`src/cnf_resolution_subsumption_engine_unit_assert.svh`:
```
// Assertion macros for the clause simplifier.
// Used by the top level; expects clk_i and rst_ni in scope.
`ifndef CNF_RESOLUTION_SUBSUMPTION_ENGINE_UNIT_ASSERT_SVH
`define CNF_RESOLUTION_SUBSUMPTION_ENGINE_UNIT_ASSERT_SVH

// Check that cons holds in the same cycle as ante.
`define CRSE_ASSERT_IMP(name, ante, cons, msg) \
  name: assert property (@(posedge clk_i) disable iff (!rst_ni) (ante) |-> (cons)) \
    else $error(msg);

// Check that cons holds in the cycle after ante.
`define CRSE_ASSERT_NXT(name, ante, cons, msg) \
  name: assert property (@(posedge clk_i) disable iff (!rst_ni) (ante) |=> (cons)) \
    else $error(msg);

`endif

```
`src/crse_pkg.sv`:
```
// Shared constants, types and command/status structs of the clause simplifier.
// No dependencies.
`default_nettype none
package crse_pkg;

  localparam int TABLE_DEPTH = 64;
  localparam int VAR_SLOTS   = 64;
  localparam int FIELD_W     = 64;
  localparam int AW          = $clog2(TABLE_DEPTH);
  localparam int CW          = $clog2(TABLE_DEPTH + 1);
  localparam logic [FIELD_W-1:0] SLOT_MASK = {FIELD_W{1'b1}} >> (FIELD_W - VAR_SLOTS);

  localparam logic OP_LOAD = 1'b0;
  localparam logic OP_RUN  = 1'b1;

  typedef struct packed {
    logic [FIELD_W-1:0] pos;
    logic [FIELD_W-1:0] neg;
  } clause_t;

  typedef enum logic [4:0] {
    ST_IDLE, ST_P1_CHK, ST_P1_RB, ST_P1_RES, ST_P1_KRD, ST_P1_KCHK,
    ST_P2_CHK, ST_P2_RB, ST_P2_CMP, ST_C_CHK, ST_C_WR,
    ST_P4_CHK, ST_P4_RB, ST_P4_RES, ST_P4_KRD, ST_P4_KCHK,
    ST_E_CHK, ST_E_RD, ST_E_OUT
  } state_e;

  typedef enum logic [2:0] {
    WR_NONE, WR_LOAD, WR_REPL, WR_APPEND, WR_COPY
  } wr_op_e;

  typedef enum logic [1:0] {
    PASS_SUB, PASS_PROJ, PASS_RED
  } pass_e;

  typedef struct packed {
    logic [AW-1:0] rd_addr;
    logic          lat_a;
    logic          lat_r;
    wr_op_e        wr_op;
    logic [AW-1:0] wr_addr;
    logic          cnt_load;
    logic [CW-1:0] cnt_val;
    logic          lat_proj;
    logic          keep_all;
    logic          keep_clr;
    logic [AW-1:0] keep_addr;
    logic          emit;
    logic          emit_last;
    logic          emit_empty;
  } cmd_t;

  typedef struct packed {
    logic [CW-1:0]          cnt;
    logic                   ovf;
    logic                   r_ok;
    logic                   rd_sub_r;
    logic                   r_sub_rd;
    logic                   rd_eq_r;
    logic                   a_sub_rd;
    logic                   rd_sub_a;
    logic                   touch;
    logic [TABLE_DEPTH-1:0] keep;
  } sts_t;

endpackage
`default_nettype wire

```
`src/crse_ctrl.sv`:
```
// Controller of the clause simplifier: walks the table through the run phases
// and issues commands to the datapath. Uses crse_pkg.
`default_nettype none
module crse_ctrl (
  input  logic           clk_i,
  input  logic           rst_ni,
  input  logic           start_i,
  input  logic           opcode_i,
  output logic           busy_o,
  output crse_pkg::cmd_t cmd_o,
  input  crse_pkg::sts_t sts_i
);
  import crse_pkg::*;

  state_e        state_q, state_d;
  pass_e         pass_q, pass_d;
  logic [CW-1:0] i_q, i_d, j_q, j_d, k_q, k_d, w_q, w_d;
  logic          k_last, e_last, keep_ok;

  assign busy_o  = (state_q != ST_IDLE);
  assign k_last  = ((k_q + CW'(1)) >= sts_i.cnt);
  assign e_last  = ((i_q + CW'(1)) >= sts_i.cnt);
  assign keep_ok = (pass_q == PASS_PROJ) ? !sts_i.touch : sts_i.keep[i_q[AW-1:0]];

  always_ff @(posedge clk_i or negedge rst_ni) begin
    if (!rst_ni) begin
      state_q <= ST_IDLE;
      pass_q  <= PASS_SUB;
      i_q     <= '0;
      j_q     <= '0;
      k_q     <= '0;
      w_q     <= '0;
    end else begin
      state_q <= state_d;
      pass_q  <= pass_d;
      i_q     <= i_d;
      j_q     <= j_d;
      k_q     <= k_d;
      w_q     <= w_d;
    end
  end

  // Next state and commands
  always_comb begin
    state_d = state_q;
    pass_d  = pass_q;
    i_d     = i_q;
    j_d     = j_q;
    k_d     = k_q;
    w_d     = w_q;
    cmd_o   = '0;
    cmd_o.wr_op = WR_NONE;
    case (state_q)
      ST_IDLE: begin
        if (start_i) begin
          if (opcode_i == OP_LOAD) begin
            cmd_o.wr_op = WR_LOAD;
          end else begin
            cmd_o.lat_proj = 1'b1;
            i_d = '0;
            j_d = '0;
            state_d = ST_P1_CHK;
          end
        end
      end
      // Phase 1: resolution to saturation
      ST_P1_CHK: begin
        if (i_q >= sts_i.cnt) begin
          cmd_o.keep_all = 1'b1;
          i_d = '0;
          j_d = '0;
          state_d = ST_P2_CHK;
        end else if (j_q >= i_q) begin
          i_d = i_q + CW'(1);
          j_d = '0;
        end else begin
          cmd_o.rd_addr = i_q[AW-1:0];
          state_d = ST_P1_RB;
        end
      end
      ST_P1_RB: begin
        cmd_o.lat_a   = 1'b1;
        cmd_o.rd_addr = j_q[AW-1:0];
        state_d = ST_P1_RES;
      end
      ST_P1_RES: begin
        cmd_o.lat_r = 1'b1;
        k_d = '0;
        state_d = ST_P1_KRD;
      end
      ST_P1_KRD: begin
        if (!sts_i.r_ok) begin
          j_d = j_q + CW'(1);
          state_d = ST_P1_CHK;
        end else begin
          cmd_o.rd_addr = k_q[AW-1:0];
          state_d = ST_P1_KCHK;
        end
      end
      ST_P1_KCHK: begin
        if (sts_i.rd_sub_r) begin
          j_d = j_q + CW'(1);
          state_d = ST_P1_CHK;
        end else if (sts_i.r_sub_rd) begin
          cmd_o.wr_op   = WR_REPL;
          cmd_o.wr_addr = k_q[AW-1:0];
          j_d = j_q + CW'(1);
          state_d = ST_P1_CHK;
        end else if (k_last) begin
          cmd_o.wr_op = WR_APPEND;
          j_d = j_q + CW'(1);
          state_d = ST_P1_CHK;
        end else begin
          k_d = k_q + CW'(1);
          state_d = ST_P1_KRD;
        end
      end
      // Phase 2: mark subsumed clauses
      ST_P2_CHK: begin
        if (i_q >= sts_i.cnt) begin
          i_d = '0;
          w_d = '0;
          pass_d = PASS_SUB;
          state_d = ST_C_CHK;
        end else if (!sts_i.keep[i_q[AW-1:0]] || (j_q >= i_q)) begin
          i_d = i_q + CW'(1);
          j_d = '0;
        end else if (!sts_i.keep[j_q[AW-1:0]]) begin
          j_d = j_q + CW'(1);
        end else begin
          cmd_o.rd_addr = i_q[AW-1:0];
          state_d = ST_P2_RB;
        end
      end
      ST_P2_RB: begin
        cmd_o.lat_a   = 1'b1;
        cmd_o.rd_addr = j_q[AW-1:0];
        state_d = ST_P2_CMP;
      end
      ST_P2_CMP: begin
        state_d = ST_P2_CHK;
        if (sts_i.a_sub_rd) begin
          cmd_o.keep_clr  = 1'b1;
          cmd_o.keep_addr = j_q[AW-1:0];
          j_d = j_q + CW'(1);
        end else if (sts_i.rd_sub_a) begin
          cmd_o.keep_clr  = 1'b1;
          cmd_o.keep_addr = i_q[AW-1:0];
          i_d = i_q + CW'(1);
          j_d = '0;
        end else begin
          j_d = j_q + CW'(1);
        end
      end
      // Compaction passes
      ST_C_CHK: begin
        if (i_q >= sts_i.cnt) begin
          cmd_o.cnt_load = 1'b1;
          cmd_o.cnt_val  = w_q;
          i_d = '0;
          j_d = '0;
          w_d = '0;
          case (pass_q)
            PASS_SUB: begin
              pass_d = PASS_PROJ;
            end
            PASS_PROJ: begin
              cmd_o.keep_all = 1'b1;
              state_d = ST_P4_CHK;
            end
            default: begin
              cmd_o.keep_all = 1'b1;
              state_d = ST_E_CHK;
            end
          endcase
        end else begin
          cmd_o.rd_addr = i_q[AW-1:0];
          state_d = ST_C_WR;
        end
      end
      ST_C_WR: begin
        if (keep_ok) begin
          cmd_o.wr_op   = WR_COPY;
          cmd_o.wr_addr = w_q[AW-1:0];
          w_d = w_q + CW'(1);
        end
        i_d = i_q + CW'(1);
        state_d = ST_C_CHK;
      end
      // Phase 4: mark clauses equal to a resolvent
      ST_P4_CHK: begin
        if (i_q >= sts_i.cnt) begin
          i_d = '0;
          w_d = '0;
          pass_d = PASS_RED;
          state_d = ST_C_CHK;
        end else if (j_q >= i_q) begin
          i_d = i_q + CW'(1);
          j_d = '0;
        end else begin
          cmd_o.rd_addr = i_q[AW-1:0];
          state_d = ST_P4_RB;
        end
      end
      ST_P4_RB: begin
        cmd_o.lat_a   = 1'b1;
        cmd_o.rd_addr = j_q[AW-1:0];
        state_d = ST_P4_RES;
      end
      ST_P4_RES: begin
        cmd_o.lat_r = 1'b1;
        k_d = '0;
        state_d = ST_P4_KRD;
      end
      ST_P4_KRD: begin
        if (!sts_i.r_ok) begin
          j_d = j_q + CW'(1);
          state_d = ST_P4_CHK;
        end else begin
          cmd_o.rd_addr = k_q[AW-1:0];
          state_d = ST_P4_KCHK;
        end
      end
      ST_P4_KCHK: begin
        if (sts_i.rd_eq_r) begin
          cmd_o.keep_clr  = 1'b1;
          cmd_o.keep_addr = k_q[AW-1:0];
        end
        if (k_last) begin
          j_d = j_q + CW'(1);
          state_d = ST_P4_CHK;
        end else begin
          k_d = k_q + CW'(1);
          state_d = ST_P4_KRD;
        end
      end
      // Emit survivors
      ST_E_CHK: begin
        if (sts_i.cnt == '0) begin
          cmd_o.emit       = 1'b1;
          cmd_o.emit_empty = 1'b1;
          cmd_o.emit_last  = 1'b1;
          state_d = ST_IDLE;
        end else begin
          i_d = '0;
          state_d = ST_E_RD;
        end
      end
      ST_E_RD: begin
        cmd_o.rd_addr = i_q[AW-1:0];
        state_d = ST_E_OUT;
      end
      ST_E_OUT: begin
        cmd_o.emit      = 1'b1;
        cmd_o.emit_last = e_last;
        if (e_last) begin
          state_d = ST_IDLE;
        end else begin
          i_d = i_q + CW'(1);
          state_d = ST_E_RD;
        end
      end
      default: begin
        state_d = ST_IDLE;
      end
    endcase
  end

endmodule
`default_nettype wire

```
`config.mk`:
```
export PLATFORM = sky130hd
export DESIGN_NAME = crse_ctrl
export DESIGN_NICKNAME = d
export VERILOG_FILES = /design/src/cnf_resolution_subsumption_engine_unit_assert.svh /design/src/crse_pkg.sv /design/src/crse_ctrl.sv
export SDC_FILE = /design/constraint.sdc
export NUM_CORES = 1
export LEC_CHECK = 0
export ABC_CLOCK_PERIOD_IN_PS = 6500
export BUFFER_PORTS_ARGS = -buffer_cell sky130_fd_sc_hd__buf_2
export CAP_MARGIN = 30
export CORE_MARGIN = 1
export CORE_UTILIZATION = 32
export CTS_BUF_LIST = sky130_fd_sc_hd__clkbuf_16
export DETAILED_ROUTE_END_ITERATION = 16
export GPL_ROUTABILITY_DRIVEN = 1
export PLACE_DENSITY = 0.49
export SYNTH_ARGS = -nofsm -noshare
export SYNTH_HDL_FRONTEND = slang
export SYNTH_SLANG_ARGS = --single-unit
```
`constraint.sdc`:
```
create_clock -name clk_i -period 6.5 [get_ports clk_i]
set_clock_uncertainty 0.15 [all_clocks]
set_input_delay 0 -clock clk_i [delete_from_list [all_inputs] [get_ports clk_i]]
set_output_delay 0 -clock clk_i [all_outputs]
set_load 0.01 [all_outputs]
```
==> metrics, run 1 <==
most common cell after layout, fill and taps aside buf_2; DIE AREA 0.0148 sq mm; number of cell rows between 40 and 50; Syn Area/Cell between 8 and 9 sq um; Pleak between 0.002 and 0.003 uW; Final Hold Violating Endpoints 0; Clk pwr share a little over an eighth; initial antenna violation count 0; final setup violating endpoints 0; largest family of logic cells by synthesized area compound AO/OA/AOI/OAI gates; ys flop type dfrtp_1; Sw Pwr a little under 900 uW; overall routed net length 15500 microns; Req. time, crit path 6.35 ns; Rel. slew slack approximately a third; Power Internal 903 uW; register area share after synthesis 19.2%; CTS sink count 35; simple-gate area share of the yosys netlist about a fifth; EDFF count, synth 0; CP startpoint kind flop; TritonCTS buffer count 5; GRT Resource Usage Total a little over a fifth; clock latency on the worst-skew pair roughly 0.28 ns; Gate Count Post-Synth 540; status complete, no violations; max_cap viols 0; post-layout util 38.9%; cts repair resizes 0; CORE AREA approximately 0.014 sq mm; worst slew pin tran 0.989 ns; Synth Cell Area ~0.0046 sq mm; Layout area overhead 18.3%; Crit Path Class flop to primary output; multiplexer share of the synthesized area 18.5%; Detailed Routing Iterations Pass 1 6; Die X approximately 120 microns; Via density roughly 5.8; diode count 0; post-layout min period about 4.1 ns; endpoint type of the worst setup path primary output; number of buffers added on ports 119; DP Wirelength between 10000 and 15000 microns; Worst EP arrival ~4 ns; Synth Area in Compound Gates between 20% and 30%; crit-path max FO 20; Antenna Violating Nets Remaining 0; I/O Pins about 120; Synth Area in Adders between 8 and 9%; P per Cell Area roughly 330 mW/mm^2; Clk pin slew, worst setup/hold paths 0.06 ns; Hold WC Path Type primary input to flop; Synth top area share 19.2%; XOR/XNOR share of the synthesized area approximately 3%; H-tree levels 2; Combinational Power Share ~60%; ys async rst share 100%; period utilisation layout 63.8%; Post-CTS Setup Repair Bufs 0; Synth Register Bits 35; TNS Setup 0 ns; Synth warnings 0; number of fill cells roughly 1.4k; multi-input logic area between 0.003 and 0.004 sq mm; vias in the first global route around 4.5k; first-pass GRT wire length approximately 24000 microns; fin. max-slew vios 0; Net Sw Frac between 40% and 50%; Fmax achieved 241 MHz; CTS Buffer Depth 2; post-synth top area cell dfrtp_1; total grt overflow 0; Root Buffer Master clkbuf_16; RSZ-0062 raised after global routing false; sequential power share 25.4%; drt initial violations 336; Distinct cells, synth just under 60; chip height 121 microns; Sequential Area around 880 sq um; routed vias between 4k and 5k; fin nets 752; Starting Density 32.9%; Routed wire per std cell around 19 microns; Area contributors post-synth dfrtp_1 (19%), mux4_2 (13%), ha_1 (8.8%); routability cong. 0.935; DRC viols 0; most frequent cells in the layout buf_2 (119), nand2_1 (64), nor2_1 (42); Worst VDD drop 0.138 mV; layout cell share with drive strength beyond 1 26.6%; largest net degree at the start of global routing 36; CTS tree built; Syn Nets roughly 660
==> worst paths after layout <==
| path | from | depth (start not counted) | slack, ns | end |
|---|---|---|---|---|
| worst max-delay path | i_q[2]$_DFFE_PN0P_ | 10 | 2.35 | cmd_o[35] |
| min in group asynchronous | rst_ni | 2 | 0.22 | k_q[2]$_DFFE_PN0P_ |
| worst max register to register | i_q[2]$_DFFE_PN0P_ | 9 | 2.65 | w_q[6]$_DFFE_PN0P_ |
| max in group asynchronous | rst_ni | 2 | 5.42 | j_q[2]$_DFFE_PN0P_ |
| worst min register to register | i_q[6]$_DFFE_PN0P_ | 2 | 0.37 | i_q[6]$_DFFE_PN0P_ |
| worst min-delay path | sts_i[64] | 3 | 0.06 | w_q[0]$_DFFE_PN0P_ |
==> worst max-delay path, stage by stage, from the launching register on <==
cell,delay [ns]
dfrtp_1,0.85
inv_1,0.28
mux4_2,0.42
nor2_1,0.05
o32ai_2,0.52
o2111ai_2,0.29
nor2_1,0.18
nor2_1,0.06
o21ai_0,0.66
a21o_1,0.27
buf_2,0.14
==> power groups by stage <==
stage / Clock [uW] / Sequential (uW) / Combinational (uW)
final: 236 / 455 / 1100
after floorplan: 0 / 317 / 943
after CTS: 241 / 455 / 1100
after global routing: 250 / 471 / 1210
after detailed placement: 0 / 459 / 1090
after global placement: 0 / 456 / 1080
==> synthesized netlist by cell type, types with 2 or more instances <==
| library cell | n |
|---|---|
| o22ai_1 | 3 |
| a21o_1 | 16 |
| o21a_1 | 4 |
| inv_1 | 37 |
| nand2b_1 | 10 |
| nand4_1 | 4 |
| a22o_1 | 17 |
| ha_1 | 32 |
| mux4_1 | 7 |
| mux2_2 | 3 |
| nor2_1 | 42 |
| and3_1 | 11 |
| or2_2 | 3 |
| o21ai_2 | 2 |
| nor4_1 | 3 |
| clkbuf_1 | 21 |
| o211ai_1 | 5 |
| xor2_1 | 8 |
| nor3_1 | 17 |
| buf_1 | 6 |
| a2111oi_0 | 2 |
| dfrtp_1 | 35 |
| a222oi_1 | 7 |
| mux2i_1 | 4 |
| buf_2 | 3 |
| o22a_1 | 3 |
| a221oi_1 | 6 |
| nand3_1 | 14 |
| mux4_2 | 26 |
| clkinv_1 | 3 |
| buf_6 | 2 |
| o21ai_0 | 27 |
| a21oi_1 | 29 |
| a211oi_1 | 6 |
| a211o_1 | 5 |
| or3_1 | 4 |
| o31ai_1 | 7 |
| nor2b_1 | 9 |
| a31oi_1 | 4 |
| and2_1 | 5 |
| nand2_1 | 64 |
| xnor2_1 | 8 |
==> registers in the layout, indices dropped and copies added (netlist names) <==
signal and count:
state_q 5, w_q 7, pass_q 2, k_q 7
i_q 7, j_q 7
==> metrics by stage <==
| step | std cells | instance area [sq um] | hold slack, ns | power [uW] | setup slack [ns] |
|---|---|---|---|---|---|
| finish | 818 | 5400 | 0.0555 | 1790 | 2.35 |
| global route | 818 | 5400 | 0.0949 | 1930 | 2.10 |
| CTS | 818 | 5400 | 0.0466 | 1790 | 2.39 |
| detailed placement | 809 | 5250 | 0.0201 | 1550 | 2.66 |
| global placement | 808 | 5250 | 0.0164 | 1530 | 2.64 |
| floorplan | 540 | 4570 | -0.446 | 1260 | 3.31 |
==> cell families after synthesis <==
group,after synthesis
compound gates,155
xor+xnor,16
fa+ha+maj,32
buf+inv,74
flops,35
mux,40
simple gates,188
==> routing by layer <==
| layer | share of wire [%] | GRT usage, % |
|---|---|---|
| met1 | 44 | 27.6 |
| met2 | 47 | 36.0 |
| met3 | 6.9 | 3.43 |
| met4 | 1.6 | 4.86 |
| met5 | 0 | 0 |
==> repair_timing <==
| item | in CTS | in global routing |
|---|---|---|
| hold endpoints to repair | 35 | 0 |
| endpoints found under the setup margin | 0 | 0 |
| hold buffers | 1 | 0 |
==> area by class of cell <==
type                       instances  share of cell area [%]
multi-input combinational        431                    62.6
inverter                          40                    2.78
clock buffer                       5                    2.32
tap                              180                    4.17
sequential                        35                    16.2
clock inverter                     3                   0.278
timing repair buffer             124                    11.7
Note: power is estimated with default switching activity, not from simulation.
==> run 2: changes to the inputs <==
Settings changed: ABC_AREA set to 1, ABC_CLOCK_PERIOD_IN_PS 6500 to 3700, PLACE_DENSITY 0.49 to 0.5.
Clock period 6.5 ns to 3.7 ns, I/O delays scaled along.
==> metrics, run 2 <==
WHS Endpoint w_q[0]$_DFFE_PN0P_; fin cells ~1.3k; ys flop type dfrtp_1; register area share after synthesis 16.7%; DIE AREA 0.0169 sq mm; Post-CTS Setup Repair Bufs 0; Starting Density roughly 33%; fin. max-slew vios 0; ys async rst share between 90% and 100%; Synth Cell Area 0.00523 sq mm; Hold WC Path Type primary input to flop; final hold slack between 0.00015 and 0.0002 ns; EDFF count, synth 0; DP Wirelength between 15000 and 20000 microns; P per Cell Area slightly above 500 mW/mm^2; Worst EP arrival 3.07 ns; Worst VDD drop about 0.22 mV; Antenna Violating Nets Remaining 0; Hold Crit Depth 4; drt initial violations about 470; flop-to-flop setup slack 0.50 ns; CTS Buffer Depth 2; crit-path max FO 15; number of buffers added on ports around 120; diode count 0; most common cell after layout, fill and taps aside nand2_1; layout cell share with drive strength beyond 1 16.9%; Syn Area/Cell ~5.6 sq um; DRC viols 0; max_cap viols 0; multi-input logic area around 0.0037 sq mm; hold_sp sts_i[64]; period utilisation layout about 87%; Worst path max stage delay roughly 0.43 ns; Layout area overhead 17.9%; first-pass GRT wire length 31500 microns; Synth warnings 0; TritonCTS buffer count 5; Rel. slew slack 41.8%; Root Buffer Master clkbuf_16; Final Hold Violating Endpoints 0; commonest cells in the netlist nand2_1 (290), nand3_1 (147), inv_1 (91), nor2_1 (83), dfrtp_1 (35); CORE AREA 0.0159 sq mm; fin nets 1148; GRT Resource Usage Total ~25%; status complete, no violations; CP startpoint kind flop; Syn Nets between 1k and 1.5k; Clk pin slew, worst setup/hold paths 0.07 ns; RSZ-0062 raised after global routing false; pre-CTS setup slack around 0.54 ns; I/O Pins approximately 120; Synth top area share a little over a fifth; TNS Setup 0 ns; Pleak between 0.003 and 0.004 uW; Distinct cells, synth 38; Gate Count Post-Synth approximately 900; RR Startpoint i_q[2]$_DFFE_PN0P_; Routed wire per std cell 16.4 microns; post-synth top area cell nand2_1; Sequential Area just under 900 sq um; CP Cell Sequence buf_4 -> inv_2 -> ha_1 -> nand2_1 -> o21ai_0 -> nand2_1 -> nand3_1 -> inv_1 -> nand2_2 -> nor3_1 -> nand3_1 -> nand3_1 -> buf_2; initial antenna violation count 0; post-layout min period 3.22 ns; H-tree levels 2; Die X between 100 and 150 microns; critical path's slowest cell inv_1; CTS sink count 35; overall routed net length roughly 20000 microns; worst slew pin tran ~0.87 ns; Detailed Routing Iterations Pass 1 7; Fmax achieved 311 MHz; most used cell, CP nand3_1; Req. time, crit path about 3.6 ns; Synth Register Bits 35; Final Power 3170 uW; number of fill cells between 1.5k and 2k; R2R cell count 14; total grt overflow 0; Crit Path Class flop to primary output; final worst setup slack 0.485 ns; largest net degree at the start of global routing 38; reg2reg end i_q[6]$_DFFE_PN0P_; endpoint type of the worst setup path primary output; Area contributors post-synth nand2_1 (21%), dfrtp_1 (17%), nand3_1 (14%); most common cell in the netlist nand2_1; number of cell rows between 40 and 50; most frequent cells in the layout nand2_1 (290), nand3_1 (147), buf_2 (119); Via density approximately 5.1; clock latency on the worst-skew pair ~0.30 ns; chip height 130 microns; CTS tree built; routability cong. around 0.93; routed vias 6344; placed cells ~1.2k; final setup violating endpoints 0; vias in the first global route between 5k and 6k
## run 2: changes by cell type in the layout (fill, tap and decap cells not counted), sizes merged, moves of 9 or more
cell / change
a22o: -17
nand4: +16
buf: +14
mux4: -33
nand3: +133
o21ai: +27
nor2: +47
inv: +69
nand2b: -10
nor2b: -9
a21o: -16
o22ai: +10
nand2: +232
and3: -11
## run 2: per-layer routing
layer | GRT usage, % | vias up | share of wire (%)
met4 | 7.93 | 0 | 2.3
met3 | 2.99 | 31 | 6.9
li1 | - | 3283 | -
met1 | 32.1 | 2791 | 45
met5 | 0 | - | 0
met2 | 41.7 | 239 | 45
## run 2: worst max-delay path by stage
stage / from / endpoint / slack (ns) / depth (start not counted)
global route: i_q[3]$_DFFE_PN0P_ / i_q[5]$_DFFE_PN0P_ / 0.17 / 12
global placement: i_q[2]$_DFFE_PN0P_ / i_q[0]$_DFFE_PN0P_ / 0.60 / 14
floorplan: k_q[0]$_DFFE_PN0P_ / k_q[5]$_DFFE_PN0P_ / 0.95 / 14
finish: i_q[1]$_DFFE_PN0P_ / cmd_o[34] / 0.48 / 13
detailed placement: i_q[2]$_DFFE_PN0P_ / i_q[4]$_DFFE_PN0P_ / 0.54 / 14
CTS: i_q[1]$_DFFE_PN0P_ / cmd_o[34] / 0.49 / 13
## run 2: metrics by stage
step	utilization [%]	instance area, sq um
final	38.7	6170
after global placement	37.7	6010
after detailed placement	37.7	6010
after global routing	38.7	6170
after CTS	38.7	6170
after floorplan	-	5230
## run 2: critical path, delay by kind of cell, from the launching register on
family	cells	cell delay (ns)
adders and majority gates	1	0.30
buffers and inverters	4	1.06
and+or+nand+nor	7	0.92
AOI/OAI and AO/OA	1	0.08
DFF	1	0.41
## run 2: logic make-up after synthesis
family          Yosys count  synth area share, %
xor+xnor                 14                 2.34
buf+inv                 146                 12.0
compound gates          121                 13.5
flops                    35                 16.7
fa+ha+maj                32                 7.65
simple gates            579                 47.7
## run 2: timing repair
action | in CTS | in global routing
hold endpoints to repair | 35 | 0
resized for setup | 0 | 0
hold buffers | 1 | 0
## run 2: final cells by class
class | instances | area share, %
clock buffer | 5 | 2.03
tap | 216 | 4.38
multi-input combinational | 746 | 60.4
inverter | 107 | 6.55
clock inverter | 3 | 0.406
sequential | 35 | 14.2
timing repair buffer | 138 | 12.0
## run 2: power by group
part           internal [uW]  switching [uW]  total (uW)
clock                    252             197         449
sequential               479            92.9         572
combinational            638            1520        2150
==> run 3: changes to the inputs <==
Settings changed: RECOVER_POWER set to 50.
==> metrics, run 3 (synthesized netlist as in run 2, its figures left out) <==
period utilisation layout approximately nine tenths; CP Cell Sequence clkbuf_1 -> ha_1 -> a21oi_1 -> o21ai_1 -> nand4_1 -> nand3_1 -> inv_1 -> buf_4 -> nand3_1 -> nor2_1 -> a211oi_1 -> nand3_1 -> buf_2; number of cell rows 46; RSZ-0062 raised after global routing false; H-tree levels 2; CORE AREA approximately 0.016 sq mm; CP startpoint kind flop; Worst EP arrival approximately 3.1 ns; worst slew pin tran approximately 2.1 ns; placed cells 1241; max_cap viols 1; diode count 0; fin nets around 1.1k; number of buffers added on ports ~120; GRT Resource Usage Total about a quarter; initial antenna violation count 0; Worst VDD drop around 0.22 mV; Final Hold Violating Endpoints 0; Starting Density between 30 and 40%; DIE AREA approximately 0.017 sq mm; CTS sink count 35; endpoint type of the worst setup path primary output; Die X about 130 microns; status finished, violations left; CP top delay family buffers and inverters; most frequent cells in the layout nand2_1 (290), nand3_1 (147), buf_2 (104); vias in the first global route 5845; Antenna Violating Nets Remaining 0; crit-path max FO 20; fin cells about 1.3k; most used cell, CP nand3_1; layout cell share with drive strength beyond 1 15.3%; Layout area overhead 17.5%; Pleak around 0.0033 uW; overall routed net length a little over 20000 microns; Buf/Inv on CP 4; routability cong. between 0.9 and 1; # hold bufs at CTS 1; Root Buffer Master clkbuf_16; post-layout min period about 3.3 ns; Rel. slew slack -40.8%; final setup violating endpoints 0; routed vias between 6k and 7k; clock latency on the worst-skew pair 0.30 ns; Hold WC Path Type primary input to flop; drt initial violations 462; CTS tree built; DRC viols 0; CTS Buffer Depth 2; TritonCTS buffer count 5; Req. time, crit path between 3 and 4 ns; Clk pin slew, worst setup/hold paths ~0.070 ns; Crit Path Class flop to primary output; most common cell after layout, fill and taps aside nand2_1; chip height about 130 microns; critical path's slowest cell dfrtp_1; TNS Setup 0 ns; failing checks capacitance limit, slew limit; total grt overflow 0; Fmax achieved around 300 MHz; Routed wire per std cell approximately 16 microns; cts repair resizes 0; Post-CTS Setup Repair Bufs 0; Worst path max stage delay 0.46 ns; DP Wirelength 15600 microns; first-pass GRT wire length 31500 microns; P per Cell Area 515 mW/mm^2; Detailed Routing Iterations Pass 1 5; fin. max-slew vios 36; Via density roughly 5.1; I/O Pins 121; largest net degree at the start of global routing 38
## run 3: cell count changes in the layout (fill, tap and decap cells not counted)
cell      change
o21ai_0       +1
clkbuf_1     +16
o21ai_1       -1
inv_1         +1
inv_2         -1
buf_2        -15
buf_4         -1
## run 3: path summary, 6_finish.rpt
kind,startpoint,to,slack [ns],depth (start not counted)
max,i_q[2]$_DFFE_PN0P_,cmd_o[34],0.42,13
min,sts_i[64],w_q[0]$_DFFE_PN0P_,0.0008,4
max reg2reg,i_q[2]$_DFFE_PN0P_,i_q[4]$_DFFE_PN0P_,0.47,13
min reg2reg,w_q[3]$_DFFE_PN0P_,w_q[3]$_DFFE_PN0P_,0.35,2
max in group asynchronous,rst_ni,pass_q[0]$_DFFE_PN0P_,1.47,2
min in group asynchronous,rst_ni,j_q[5]$_DFFE_PN0P_,0.71,2
## run 3: layer usage
layer	track usage, %	share of wire (%)
met1	32.1	46
met2	41.7	46
met3	2.99	6.2
met4	7.93	2.3
met5	0	0
## run 3: area by class of cell
class | instances | area (sq um)
fillers | 1837 | 9800
multi-input cells | 746 | 3730
flip-flops and latches | 35 | 876
repair buffers | 138 | 718
inverters | 107 | 404
well taps | 216 | 270
clock buffers | 5 | 125
clock inverters | 3 | 25.0
## run 3: worst reg2reg max path, delay by kind of cell (launching register included)
family	cells	cell delay, ns
simple gates	6	1.14
compound gates	3	0.54
fa+ha+maj	1	0.29
flops	1	0.46
xor+xnor	1	0.22
buf+inv	2	0.32
## run 3: power by group
group	leakage, uW	internal [uW]	switching, uW
Sequential	0.000467	479	92.7
Combinational	0.00271	633	1510
Clock	0.0000700	252	195
## run 3: stage by stage
step	worst slack, ns	hold slack [ns]	util [%]	power (uW)	cell area [sq um]
2_1_floorplan	0.950	-0.446	-	2150	5230
3_3_place_gp	0.597	0.0233	37.7	2730	6010
3_5_place_dp	0.535	0.0276	37.7	2720	6010
4_1_cts	0.488	0.00817	38.7	3180	6170
5_1_grt	0.0955	0.0452	38.6	3480	6150
6_report	0.416	0.000783	38.6	3170	6150
